===== config.mk =====
export PLATFORM = sky130hd
export DESIGN_NAME = laser_window_collision_stop
export DESIGN_NICKNAME = d
export VERILOG_FILES = /design/src/lwcs_pkg.sv /design/src/lwcs_div.sv /design/src/lwcs_front.sv /design/src/lwcs_back.sv /design/src/laser_window_collision_stop.sv
export SDC_FILE = /design/constraint.sdc
export NUM_CORES = 2
export LEC_CHECK = 0
export BUFFER_PORTS_ARGS = -buffer_cell sky130_fd_sc_hd__buf_2
export CAP_MARGIN = 15
export CORE_ASPECT_RATIO = 1.1
export CORE_MARGIN = 2
export CORE_UTILIZATION = 35
export CTS_BUF_LIST = sky130_fd_sc_hd__clkbuf_8
export CTS_CLUSTER_SIZE = 10
export DETAILED_ROUTE_END_ITERATION = 8
export HOLD_SLACK_MARGIN = 0.1
export PLACE_DENSITY = 0.53
export SYNTH_ARGS = -nofsm -noshare
export SYNTH_HDL_FRONTEND = slang
export SYNTH_HIERARCHICAL = 1
export SYNTH_SLANG_ARGS = --single-unit
export TNS_END_PERCENT = 50

===== constraint.sdc =====
create_clock -name i_clk -period 6.9 [get_ports i_clk]
set_input_delay 0.69 -clock i_clk [delete_from_list [all_inputs] [get_ports i_clk]]
set_output_delay 0.69 -clock i_clk [all_outputs]
set_load 0.02 [all_outputs]

===== src/lwcs_pkg.sv =====
// ----------------------------------------------------------------------------
// lwcs_pkg
// Shared types, widths and constants for the laser window collision stop.
// ----------------------------------------------------------------------------
package lwcs_pkg;

    localparam int MAX_BEAMS_DEF    = 1024;
    localparam int CORDIC_STEPS_DEF = 16;
    localparam int ATAN_LEN         = 24;

    localparam int DIVN_W = 42;   // signed dividend width
    localparam int DIVD_W = 24;   // unsigned divisor width
    localparam int CORD_W = 54;   // CORDIC x/y datapath width
    localparam int ANG_W  = 23;   // angle width, microradians
    localparam int IDX_W  = 13;   // signed beam index width

    localparam logic [ANG_W-1:0] HALF_DEFAULT = ANG_W'(785398);
    localparam logic [15:0]      RANGE_NONE   = 16'hFFFF;

    localparam logic [1:0] REG_GAIN  = 2'd0;
    localparam logic [1:0] REG_STOP  = 2'd1;
    localparam logic [1:0] REG_FIRST = 2'd2;
    localparam logic [1:0] REG_STEP  = 2'd3;

    typedef struct packed {
        logic [15:0]             gain;
        logic [15:0]             stop_dist;
        logic signed [ANG_W-1:0] first_angle;
        logic [15:0]             step;
    } t_cfg;

    typedef struct packed {
        logic               is_sample;
        logic               fast;       // begin with speed above 10 mm/s
        logic signed [15:0] speed;
        logic signed [15:0] turn;
        logic [15:0]        range;
        logic               invalid;
        logic               last;
    } t_item;

    typedef struct packed {
        logic        stop;
        logic [15:0] min_range;
    } t_result;

    // arctangent of 2^-i in whole microradians
    function automatic logic [19:0] f_atan(input logic [4:0] i);
        logic [19:0] r;
        case (i)
            5'd0:    r = 20'd785398;
            5'd1:    r = 20'd463648;
            5'd2:    r = 20'd244979;
            5'd3:    r = 20'd124355;
            5'd4:    r = 20'd62419;
            5'd5:    r = 20'd31240;
            5'd6:    r = 20'd15624;
            5'd7:    r = 20'd7812;
            5'd8:    r = 20'd3906;
            5'd9:    r = 20'd1953;
            5'd10:   r = 20'd977;
            5'd11:   r = 20'd488;
            5'd12:   r = 20'd244;
            5'd13:   r = 20'd122;
            5'd14:   r = 20'd61;
            5'd15:   r = 20'd31;
            5'd16:   r = 20'd15;
            5'd17:   r = 20'd8;
            5'd18:   r = 20'd4;
            5'd19:   r = 20'd2;
            5'd20:   r = 20'd1;
            default: r = 20'd0;
        endcase
        return r;
    endfunction

endpackage


===== src/lwcs_div.sv =====
// ----------------------------------------------------------------------------
// lwcs_div
// Serial restoring divider, signed dividend by positive divisor, one quotient
// bit per cycle, quotient truncated toward zero.
// ----------------------------------------------------------------------------
module lwcs_div (
    input  logic                              i_clk,
    input  logic                              i_rst_n,
    input  logic                              i_start,
    input  logic signed [lwcs_pkg::DIVN_W-1:0] i_dividend,
    input  logic [lwcs_pkg::DIVD_W-1:0]        i_divisor,
    output logic                              o_done,
    output logic signed [lwcs_pkg::DIVN_W-1:0] o_quotient
);
    import lwcs_pkg::*;

    localparam int CNT_W = $clog2(DIVN_W);

    logic              r_busy, r_done, r_neg;
    logic [CNT_W-1:0]  r_cnt;
    logic [DIVN_W-1:0] r_a;
    logic [DIVD_W-1:0] r_rem, r_d;
    logic [DIVD_W-1:0] w_trial;
    logic              w_ge;

    assign w_trial = {r_rem[DIVD_W-2:0], r_a[DIVN_W-1]};
    assign w_ge    = (w_trial >= r_d);

    always_ff @(posedge i_clk) begin
        if (!i_rst_n) begin
            r_busy <= 1'b0;
            r_done <= 1'b0;
        end else begin
            r_done <= 1'b0;
            if (i_start) begin
                r_busy <= 1'b1;
            end else if (r_busy && r_cnt == CNT_W'(DIVN_W - 1)) begin
                r_busy <= 1'b0;
                r_done <= 1'b1;
            end
        end
    end

    always_ff @(posedge i_clk) begin
        if (i_start) begin
            r_neg <= i_dividend[DIVN_W-1];
            r_a   <= i_dividend[DIVN_W-1] ? DIVN_W'(-i_dividend) : i_dividend;
            r_rem <= '0;
            r_d   <= i_divisor;
            r_cnt <= '0;
        end else if (r_busy) begin
            r_rem <= w_ge ? (w_trial - r_d) : w_trial;
            r_a   <= {r_a[DIVN_W-2:0], w_ge};
            r_cnt <= r_cnt + 1'b1;
        end
    end

    assign o_done     = r_done;
    assign o_quotient = r_neg ? -$signed(r_a) : $signed(r_a);

endmodule


===== src/lwcs_front.sv =====
// ----------------------------------------------------------------------------
// lwcs_front
// Accepts input items, tags begin/sample and the speed test, and holds them
// in a two entry queue for the back end.
// ----------------------------------------------------------------------------
module lwcs_front (
    input  logic               i_clk,
    input  logic               i_rst_n,
    input  logic               i_push,
    input  logic               i_cmd,
    input  logic signed [15:0] i_speed,
    input  logic signed [15:0] i_turn,
    input  logic [15:0]        i_range,
    input  logic               i_invalid,
    input  logic               i_last,
    output logic               o_full,
    output logic               o_avail,
    output lwcs_pkg::t_item    o_item,
    input  logic               i_take
);
    import lwcs_pkg::*;

    t_item      r_q [2];
    logic       r_wp, r_rp;
    logic [1:0] r_cnt;
    logic       w_in, w_out;
    t_item      w_new;

    assign o_full  = (r_cnt == 2'd2);
    assign o_avail = (r_cnt != 2'd0);
    assign w_in    = i_push && !o_full;
    assign w_out   = i_take && o_avail;

    always_comb begin
        w_new.is_sample = i_cmd;
        w_new.fast      = (i_speed > 16'sd10);
        w_new.speed     = i_speed;
        w_new.turn      = i_turn;
        w_new.range     = i_range;
        w_new.invalid   = i_invalid;
        w_new.last      = i_last;
    end

    always_ff @(posedge i_clk) begin
        if (!i_rst_n) begin
            r_wp  <= 1'b0;
            r_rp  <= 1'b0;
            r_cnt <= 2'd0;
        end else begin
            if (w_in)  r_wp <= ~r_wp;
            if (w_out) r_rp <= ~r_rp;
            r_cnt <= r_cnt + {1'b0, w_in} - {1'b0, w_out};
        end
    end

    always_ff @(posedge i_clk) begin
        if (w_in) r_q[r_wp] <= w_new;
    end

    assign o_item = r_q[r_rp];

endmodule


===== src/lwcs_back.sv =====
// ----------------------------------------------------------------------------
// lwcs_back
// Executes queued items: window setup on begin (multiply, divide, CORDIC for a fast
// begin, then two index divides for every begin) and minimum tracking per range sample.
// ----------------------------------------------------------------------------
module lwcs_back #(
    parameter int MAX_BEAMS    = lwcs_pkg::MAX_BEAMS_DEF,
    parameter int CORDIC_STEPS = lwcs_pkg::CORDIC_STEPS_DEF
) (
    input  logic              i_clk,
    input  logic              i_rst_n,
    input  lwcs_pkg::t_cfg    i_cfg,
    input  logic              i_avail,
    input  lwcs_pkg::t_item   i_item,
    output logic              o_take,
    output logic              o_res_valid,
    output lwcs_pkg::t_result o_res,
    input  logic              i_res_ready
);
    import lwcs_pkg::*;

    localparam int CW     = $clog2(MAX_BEAMS + 1);
    localparam int NSTEPS = (CORDIC_STEPS < ATAN_LEN) ? CORDIC_STEPS : ATAN_LEN;

    localparam logic [3:0] S_IDLE  = 4'd0;
    localparam logic [3:0] S_MUL   = 4'd1;
    localparam logic [3:0] S_QST   = 4'd2;
    localparam logic [3:0] S_QDIV  = 4'd3;
    localparam logic [3:0] S_CORD  = 4'd4;
    localparam logic [3:0] S_LOST  = 4'd5;
    localparam logic [3:0] S_LODIV = 4'd6;
    localparam logic [3:0] S_HIST  = 4'd7;
    localparam logic [3:0] S_HIDIV = 4'd8;

    logic [3:0]               r_state;
    logic signed [15:0]       r_v;
    logic signed [32:0]       r_prod;
    logic signed [DIVN_W-1:0] r_num;
    logic signed [CORD_W-1:0] r_xa, r_ya;
    logic signed [ANG_W-1:0]  r_z;
    logic [4:0]               r_it;
    logic signed [IDX_W-1:0]  r_first, r_last;
    logic [CW-1:0]            r_ctr;
    logic [15:0]              r_min;
    logic                     r_open;

    logic                     w_start, w_done;
    logic signed [DIVN_W-1:0] w_dvd, w_quot;
    logic [DIVD_W-1:0]        w_dvs;
    logic signed [43:0]       w_num_full;
    logic signed [10:0]       c_k;
    logic signed [24:0]       w_lo, w_hi;
    logic signed [DIVN_W-1:0] w_y;
    logic signed [CORD_W-1:0] w_dx, w_dy;
    logic signed [ANG_W-1:0]  w_at;
    logic signed [IDX_W-1:0]  w_sat;
    logic signed [IDX_W-1:0]  w_idx;
    logic                     w_hit;
    logic [15:0]              w_min;
    logic                     w_sample_go;

    assign c_k        = 11'sd1000;
    assign w_num_full = r_prod * c_k;

    // window edges relative to beam zero
    assign w_lo = -{{2{r_z[ANG_W-1]}}, r_z} - {{2{i_cfg.first_angle[ANG_W-1]}}, i_cfg.first_angle};
    assign w_hi =  {{2{r_z[ANG_W-1]}}, r_z} - {{2{i_cfg.first_angle[ANG_W-1]}}, i_cfg.first_angle};

    always_comb begin
        w_dvd = r_num;
        w_dvs = {1'b0, r_v[14:0], 8'd0};
        if (r_state == S_LOST || r_state == S_HIST) begin
            w_dvd = (r_state == S_LOST) ? DIVN_W'(w_lo) : DIVN_W'(w_hi);
            w_dvs = (i_cfg.step == 16'd0) ? DIVD_W'(1) : DIVD_W'(i_cfg.step);
        end
    end
    assign w_start = (r_state == S_QST) || (r_state == S_LOST) || (r_state == S_HIST);

    lwcs_div u_div (
        .i_clk      (i_clk),
        .i_rst_n    (i_rst_n),
        .i_start    (w_start),
        .i_dividend (w_dvd),
        .i_divisor  (w_dvs),
        .o_done     (w_done),
        .o_quotient (w_quot)
    );

    always_comb begin
        if (w_quot < -DIVN_W'(4096))     w_sat = IDX_W'(-4096);
        else if (w_quot > DIVN_W'(4095)) w_sat = IDX_W'(4095);
        else                             w_sat = w_quot[IDX_W-1:0];
    end

    // CORDIC vectoring step
    assign w_y  = w_quot + DIVN_W'(200);
    assign w_dx = r_ya >>> r_it;
    assign w_dy = r_xa >>> r_it;
    assign w_at = $signed({3'b000, f_atan(r_it)});

    // sample path
    assign w_idx = $signed({{(IDX_W-CW){1'b0}}, r_ctr});
    assign w_hit = (r_ctr < CW'(MAX_BEAMS)) && !i_item.invalid &&
                   (w_idx >= r_first) && (w_idx <= r_last) && (i_item.range < r_min);
    assign w_min = w_hit ? i_item.range : r_min;

    assign w_sample_go = (r_state == S_IDLE) && i_avail && i_item.is_sample &&
                         (!r_open || !i_item.last || i_res_ready);
    assign o_take      = w_sample_go || ((r_state == S_IDLE) && i_avail && !i_item.is_sample);
    assign o_res_valid = w_sample_go && r_open && i_item.last;
    assign o_res.stop      = (w_min < i_cfg.stop_dist);
    assign o_res.min_range = w_min;

    always_ff @(posedge i_clk) begin
        if (!i_rst_n) begin
            r_state <= S_IDLE;
            r_open  <= 1'b0;
            r_ctr   <= '0;
            r_min   <= RANGE_NONE;
            r_first <= '0;
            r_last  <= '0;
        end else begin
            unique case (r_state)
                S_IDLE: begin
                    if (w_sample_go && r_open) begin
                        r_min <= w_min;
                        if (r_ctr < CW'(MAX_BEAMS)) r_ctr <= r_ctr + 1'b1;
                        if (i_item.last) r_open <= 1'b0;
                    end else if (o_take && !i_item.is_sample) begin
                        r_state <= i_item.fast ? S_MUL : S_LOST;
                    end
                end
                S_MUL:   r_state <= S_QST;
                S_QST:   r_state <= S_QDIV;
                S_QDIV:  if (w_done) r_state <= S_CORD;
                S_CORD:  if (r_it == 5'(NSTEPS - 1)) r_state <= S_LOST;
                S_LOST:  r_state <= S_LODIV;
                S_LODIV: begin
                    if (w_done) begin
                        r_first <= w_sat;
                        r_state <= S_HIST;
                    end
                end
                S_HIST:  r_state <= S_HIDIV;
                S_HIDIV: begin
                    if (w_done) begin
                        r_last  <= w_sat;
                        r_ctr   <= '0;
                        r_min   <= RANGE_NONE;
                        r_open  <= 1'b1;
                        r_state <= S_IDLE;
                    end
                end
                default: r_state <= S_IDLE;
            endcase
        end
    end

    // datapath registers
    always_ff @(posedge i_clk) begin
        if (r_state == S_IDLE && o_take && !i_item.is_sample) begin
            r_v    <= i_item.speed;
            r_prod <= $signed({1'b0, i_cfg.gain}) * i_item.turn;
            r_z    <= $signed(HALF_DEFAULT);
        end
        if (r_state == S_MUL) r_num <= w_num_full[DIVN_W-1:0];
        if (r_state == S_QDIV && w_done) begin
            r_xa <= CORD_W'(200) <<< 20;
            r_ya <= $signed({w_y[33:0], 20'd0});
            r_z  <= '0;
            r_it <= '0;
        end
        if (r_state == S_CORD) begin
            r_it <= r_it + 1'b1;
            if (!r_ya[CORD_W-1]) begin
                r_xa <= r_xa + w_dx;
                r_ya <= r_ya - w_dy;
                r_z  <= r_z + w_at;
            end else begin
                r_xa <= r_xa - w_dx;
                r_ya <= r_ya + w_dy;
                r_z  <= r_z - w_at;
            end
        end
    end

endmodule


===== src/laser_window_collision_stop.sv =====
// ----------------------------------------------------------------------------
// laser_window_collision_stop
// Collision stop from a laser scan: window from odometry, running minimum.
// ----------------------------------------------------------------------------
// A scan result is written into the result queue as the back end takes the last beam.
// Throughput: one range sample per cycle while no begin holds the back end; a last
//   sample also waits for room in the result queue. A begin runs two index divides,
//   above 10 mm/s after multiply, divide and CORDIC; the item queue fills and full rises.
// The shared one-bit-per-cycle divider sets the begin time.
// Synchronous active-low reset; no clearing pass, the block is ready at once.
module laser_window_collision_stop
#(
    parameter int MAX_BEAMS    = lwcs_pkg::MAX_BEAMS_DEF,
    parameter int CORDIC_STEPS = lwcs_pkg::CORDIC_STEPS_DEF
) (
    input  logic        i_clk,
    input  logic        i_rst_n,
    // item queue in
    input  logic        push,
    output logic        full,
    input  logic        i_cmd,
    input  logic [15:0] i_forward_speed,
    input  logic [15:0] i_turn_rate,
    input  logic [15:0] i_range_mm,
    input  logic        i_range_invalid,
    input  logic        i_last_beam,
    // result queue out
    output logic        empty,
    input  logic        pop,
    output logic        o_stop_request,
    output logic [15:0] o_window_min_range,
    // register writes
    input  logic        i_cfg_valid,
    output logic        o_cfg_ready,
    input  logic [1:0]  i_cfg_index,
    input  logic [22:0] i_cfg_data
);
    import lwcs_pkg::*;

    t_cfg       r_cfg;
    t_item      w_item;
    t_result    w_res;
    t_result    r_oq [2];
    logic       w_avail, w_take, w_res_valid, w_res_ready;
    logic       r_owp, r_orp;
    logic [1:0] r_ocnt;
    logic       w_opop;

    // configuration registers: the user writes them only while idle; the block does not enforce it
    assign o_cfg_ready = 1'b1;
    always_ff @(posedge i_clk) begin
        if (!i_rst_n) begin
            r_cfg.gain        <= 16'd0;
            r_cfg.stop_dist   <= 16'd500;
            r_cfg.first_angle <= -23'sd2094395;
            r_cfg.step        <= 16'd6136;
        end else if (i_cfg_valid) begin
            unique case (i_cfg_index)
                REG_GAIN:  r_cfg.gain        <= i_cfg_data[15:0];
                REG_STOP:  r_cfg.stop_dist   <= i_cfg_data[15:0];
                REG_FIRST: r_cfg.first_angle <= $signed(i_cfg_data);
                REG_STEP:  r_cfg.step        <= i_cfg_data[15:0];
                default: ;
            endcase
        end
    end

    // front: accept and classify into a short queue
    lwcs_front u_front (
        .i_clk     (i_clk),
        .i_rst_n   (i_rst_n),
        .i_push    (push),
        .i_cmd     (i_cmd),
        .i_speed   ($signed(i_forward_speed)),
        .i_turn    ($signed(i_turn_rate)),
        .i_range   (i_range_mm),
        .i_invalid (i_range_invalid),
        .i_last    (i_last_beam),
        .o_full    (full),
        .o_avail   (w_avail),
        .o_item    (w_item),
        .i_take    (w_take)
    );

    // back: window setup and minimum tracking
    lwcs_back #(
        .MAX_BEAMS    (MAX_BEAMS),
        .CORDIC_STEPS (CORDIC_STEPS)
    ) u_back (
        .i_clk       (i_clk),
        .i_rst_n     (i_rst_n),
        .i_cfg       (r_cfg),
        .i_avail     (w_avail),
        .i_item      (w_item),
        .o_take      (w_take),
        .o_res_valid (w_res_valid),
        .o_res       (w_res),
        .i_res_ready (w_res_ready)
    );

    // two entry result queue: back end keeps going while a result waits
    assign w_res_ready = (r_ocnt != 2'd2);
    assign empty       = (r_ocnt == 2'd0);
    assign w_opop      = pop && !empty;

    always_ff @(posedge i_clk) begin
        if (!i_rst_n) begin
            r_owp  <= 1'b0;
            r_orp  <= 1'b0;
            r_ocnt <= 2'd0;
        end else begin
            if (w_res_valid) r_owp <= ~r_owp;
            if (w_opop)      r_orp <= ~r_orp;
            r_ocnt <= r_ocnt + {1'b0, w_res_valid} - {1'b0, w_opop};
        end
    end

    always_ff @(posedge i_clk) begin
        if (w_res_valid) r_oq[r_owp] <= w_res;
    end

    assign o_stop_request     = r_oq[r_orp].stop;
    assign o_window_min_range = r_oq[r_orp].min_range;

    // checks
    a_no_overflow: assert property (@(posedge i_clk) disable iff (!i_rst_n)
        w_res_valid |-> (r_ocnt != 2'd2))
        else $error("result written into a full queue");

    a_drain: assert property (@(posedge i_clk) disable iff (!i_rst_n)
        (w_opop && r_ocnt == 2'd1 && !w_res_valid) |=> empty)
        else $error("result queue not empty after last transfer");

    a_result_held: assert property (@(posedge i_clk) disable iff (!i_rst_n)
        (!empty && !pop && !w_res_valid) |=> $stable(r_ocnt))
        else $error("result count moved without a transfer");

    a_take_needs_item: assert property (@(posedge i_clk) disable iff (!i_rst_n)
        w_take |-> w_avail)
        else $error("back end took from an empty item queue");

endmodule


==> Yosys cells after proc, flatten, opt, wreduce, memory -nomap -nowiden <==
Memories as Yosys holds them, arrays and structs flattened. A register that Yosys moved wholly into a read port is not among the register bits.
Index checks and enable logic that the tools add are counted.
{ "totals": {"regBits": 457, "latch_bits": 0, "ramBits": 138, "mem_bits_ro": 640, "input_bits": 81, "out_inout_bits": 20, "word_cells": 205, "memories": 3} }
{ "classes": {"add_sub_neg": 20, "multipliers": 2, "n_div": 0, "n_lt_le_gt_ge": 9, "n_eq_ne": 24, "n_shift": 2, "muxes": 55, "bitwise_logic": 6, "reduce_logical": 52} }
{ "mem_list": {"columns": ["memory", "depth", "width", "rd", "rd_ports_with_merged_regs", "write_ports", "line_no", "source"], "rows": [
  ["(name not given)", 32, 20, 1, 1, 0, "lwcs_pkg.sv:50", "case (i)"],
  ["u_front.r_q", 2, 52, 1, 1, 1, "lwcs_front.sv:23", "t_item r_q [2];"],
  ["r_oq", 2, 17, 1, 1, 1, "laser_window_collision_stop.sv:43", "t_result r_oq [2];"]
]} }
{ "ops": {"columns": ["operator", "n"], "rows": [
  ["2-to-1 mux 54 bit", 6],
  ["2-to-1 mux 42 bit", 6],
  ["2-to-1 mux 23 bit", 6],
  ["adder 54 bit", 2],
  [">>> shifter 54 x 5 -> 54 bit", 2],
  ["subtractor 54 bit", 2],
  ["negator 42 bit", 2],
  ["2-to-1 mux 16 bit", 4],
  ["greater-than comparator 42 x 13 -> 1 bit, second input constant", 1],
  ["less-than comparator 42 x 13 -> 1 bit, second input constant", 1],
  ["multiplier 33 x 8 -> 39 bit, second input constant", 1],
  ["case mux 4 bit (9 select lines)", 1],
  ["adder 34 x 9 -> 34 bit, second input constant", 1],
  ["multiplier 17 x 16 -> 33 bit", 1],
  ["2-to-1 mux 11 bit", 3],
  ["less-than comparator 16 bit", 2],
  ["case mux 16 bit (2 select lines)", 1],
  ["2-to-1 mux 13 bit", 2],
  ["negator 25 bit", 1],
  ["subtractor 25 bit", 1],
  [">= comparator 24 x 23 -> 1 bit", 1],
  ["2-to-1 mux 4 bit", 6],
  ["subtractor 23 x 23 -> 24 bit", 1],
  ["adder 23 x 21 -> 23 bit", 1],
  ["40 further kinds", 115]
]} }

==> Longest topological paths before layout <==
{ "depth": {"depth_word": 10, "mapped_depth": 34} }

==> Hierarchy <==
Netlist, hierarchy kept.
{ "modules_own_cells": {"columns": ["mod", "instances", "cells_each", "area_per_inst_um2", "seq_area_each_um2"], "rows": [
  ["lwcs_back", 1, 5444, 48574.1, 8257.9],
  ["lwcs_div", 1, 757, 6842.8, 2632.5],
  ["laser_window_collision_stop", 1, 355, 4234.1, 2542.4],
  ["lwcs_front", 1, 195, 4021.4, 3223.1]
]} }

==> Worst setup path before layout <==
OpenSTA, ideal clock, no wires.
{ "synth_timing": {"path_kind": "reg-to-reg", "start": "register with a tool-made name", "end": "register u_back.r_prod[31] (data pin)", "t_arrival_ns": 7.065, "t_required_ns": 6.642, "setup_slack_ns": -0.423, "path_stages_with_launch": 26, "cell_sequence": "dfxtp_1 buf_2 buf_2 mux2_2 inv_1 clkbuf_1 nor2_1 fa_1 fa_1 fa_1 fa_1 fa_1 inv_1 fa_1 inv_1 ha_1 o21a_1 nor2_1 o21ai_0 a221o_1 a211oi_1 a21oi_1 a2111o_1 a21o_1 a21oi_1 xnor2_1"} }
{ "synth_lines": {"columns": ["item", "line_no", "source"], "rows": [
  ["to (signal assigned)", "lwcs_back.sv:163", "r_prod <= $signed({1'b0, i_cfg.gain}) * i_item.turn;"],
  ["to (decl)", "lwcs_back.sv:37", "logic signed [32:0] r_prod;"]
]} }

==> reports/metrics.csv <==
metric,value,unit
status,finished with violations,
violated checks,negative setup slack,
drt drc,0,
vias in the first global route,52640,
critical path's most frequent cell,fa_1,
crit path capture type,flip-flop,
core area,181000,sq um
Final Skew,103.9,ps
nets,8190,
Syn Inst Count,6748,
"Critical Path, Cell by Cell","mux2_4, and2_4, fa_1, inv_1, fa_1, fa_1, inv_1, fa_1, fa_1, inv_2, fa_1, inv_2, ha_4, a21o_1, a2111oi_4, a21oi_2, a221o_1, a211oi_2, a21oi_2, a2111o_1, a21o_1, a21oi_2, xnor2_1",
Setup Crit Path Kind,reg2reg,
Final Setup Violations,1,
Hold WC Path Type,in2reg,
TritonCTS clock tree,yes,
routability congestion estimate,1.002,
clock root buffer,clkbuf_8,
Worst EP arrival,7510,ps
reg-to-reg endpoint,u_back/r_prod[31],
final core utilization,40.56,%
max-slew violations,0,
"delay-heaviest family, CP",adder cells,
unrepaired setup endpoints after global routing,yes,
Die W,410.4,microns
H-tree depth,3,
Worst-path clk slew,70,ps
Worst Setup EP,u_back/r_prod[31],
clock sink total,616,
area of the mapped netlist,63600,sq um
Startpoint Class,flip-flop,
drt total wl,204100,microns
initial antenna violation count,3,
largest stage delay on the critical path,560,ps
critical path required time,7510,ps
DIE AREA,185100,sq um
TritonRoute pass-1 iters,8,
synthesized area per cell,9.425,sq um
Least-Margin Pin Slew,1107,ps
relative slew slack,26.19,%
Row Count,164,
FF-to-FF path depth,23,
Final HPWL DP,162700,microns
Final Cycle Share,100.1,%
pin count of the biggest net entering global routing,129,
Routed Antenna Nets,0,
min Tclk post-route,6905,ps
Inserted Clock Buffers,114,
highest net fanout along the worst path,5,
DR vias/cell,5.360,
reg2reg setup slack,-5,ps
overall routing resource usage,21.59,%
Clock Path Buffers,3,
Vias,52360,
die height,451.1,microns
FMAX,144.8,MHz
Max-Cap Viols,0,
I/O pins,101,
Buffers & Inverters on Critical Path,4,
clock latency on the worst-skew pair,920,ps
Starting Density,35.14,%
global route total overflow,0,
Yosys warning count,6,
min setup slack post-route,-5.436,ps
Syn Nets,7682,
first-pass GRT wire length,313100,microns
CP max-delay cell,fa_1,
synth-to-layout area growth,15.41,%
input/output buffers,99,
Final Hold Viols,0,
layout cell share with drive strength beyond 1,16.76,%
critical path depth in cells,23,
DR iter-0 viols,3434,
Avg WL per Cell,20.89,microns
## through the flow
step / cell area, sq um / std cells / hold slack (ps) / TNS [ps] / worst slack [ps]
2_1_floorplan: 63710 / 6748 / 434.7 / 0 / 15.85
3_3_place_gp: 69800 / 9464 / 443.2 / -605.8 / -190.0
3_5_place_dp: 69800 / 9464 / 449.0 / -669.2 / -204.4
4_1_cts: 73200 / 9752 / 102.7 / -17.00 / -17.00
5_1_grt: 73390 / 9765 / 147.2 / -484.6 / -237.8
6_report: 73400 / 9768 / 201.1 / -5.436 / -5.436
## state kept, by name (all words and copies together), names as in the netlist, 24 cells and up, named ones only
signal / cells
u_back/u_div/r_d: 24
u_back/u_div/r_a: 42
u_back/r_xa: 54
r_cfg: 71
u_back/r_ya: 54
r_oq: 34
u_front/r_q: 102
u_back/r_num: 39
u_back/r_prod: 33
## worst min path at each step
stage          cells past startpoint           from  slack, ps         to
6_report                           3  i_cfg_data[0]        200  r_cfg[16]
5_1_grt                            3  i_cfg_data[0]        150  r_cfg[16]
4_1_cts                            3  i_cfg_data[0]        100  r_cfg[16]
3_5_place_dp                       2      r_cfg[24]        450  r_cfg[24]
3_3_place_gp                       2      r_cfg[35]        440  r_cfg[35]
2_1_floorplan                      2      r_cfg[20]        430  r_cfg[20]
## timing repair
action | CTS | global route
hold buffers | 69 | 0
buffers inserted | 3 | 8
setup endpoints to repair | 7 | 19
gates cloned | 0 | 1
endpoints found under the hold margin | 148 | 0
gates resized for setup | 24 | 23
pin swaps | 16 | 8
## metal layers
metal / global-route usage [%] / up-vias / share of wire, %
met5: 0 / - / 0.0064
met4: 11.13 / 2 / 5.7
met3: 2.508 / 438 / 4.1
met2: 37.73 / 1325 / 49
met1: 25.98 / 25500 / 41
li1: - / 25090 / -
## worst register-to-register path, cell delays in order (launching register included)
cell       delay, ps
dfxtp_4          400
mux2_4           350
and2_4           170
fa_1             520
inv_1             50
fa_1             470
fa_1             510
inv_1             50
fa_1             480
fa_1             560
inv_2             40
fa_1             540
inv_2             50
ha_4             230
a21o_1           210
a2111oi_4        310
a21oi_2          130
a221o_1          360
a211oi_2         300
a21oi_2          110
a2111o_1         370
a21o_1           170
a21oi_2          140
xnor2_1           70
## placed cells by master, fill, tap and decap left out, drive strengths merged, types with 33 or more instances in the layout
cell,count
mux2,169
or2,33
xor2,172
o21bai,38
dlygate4sd3,69
nand2,668
o211ai,38
nand3,72
mux4,130
a31oi,62
nor2,554
nor3,125
nor4,43
and2,165
a21oi,415
mux2i,251
o31ai,40
inv,554
or3,38
o21a,59
clkbuf,126
nor2b,86
nand4,58
clkinv,42
a211oi,57
edfxtp,426
o21ai,283
and3,46
a21o,145
xnor2,287
fa,326
dfxtp,190
ha,527
nand2b,69
buf,623
## cell type report
class | instances | area, sq um
clock inverters | 91 | 869.6
flip-flops and latches | 616 | 16600
inverters | 522 | 1963
clock buffers | 125 | 1720
diodes | 5 | 12.51
repair buffers | 694 | 5450
fillers | 18200 | 107600
multi-input cells | 5308 | 43770
well taps | 2407 | 3012
Power is not shown: default switching activity piles up to over one toggle a cycle in this logic, so the estimate is an artifact.
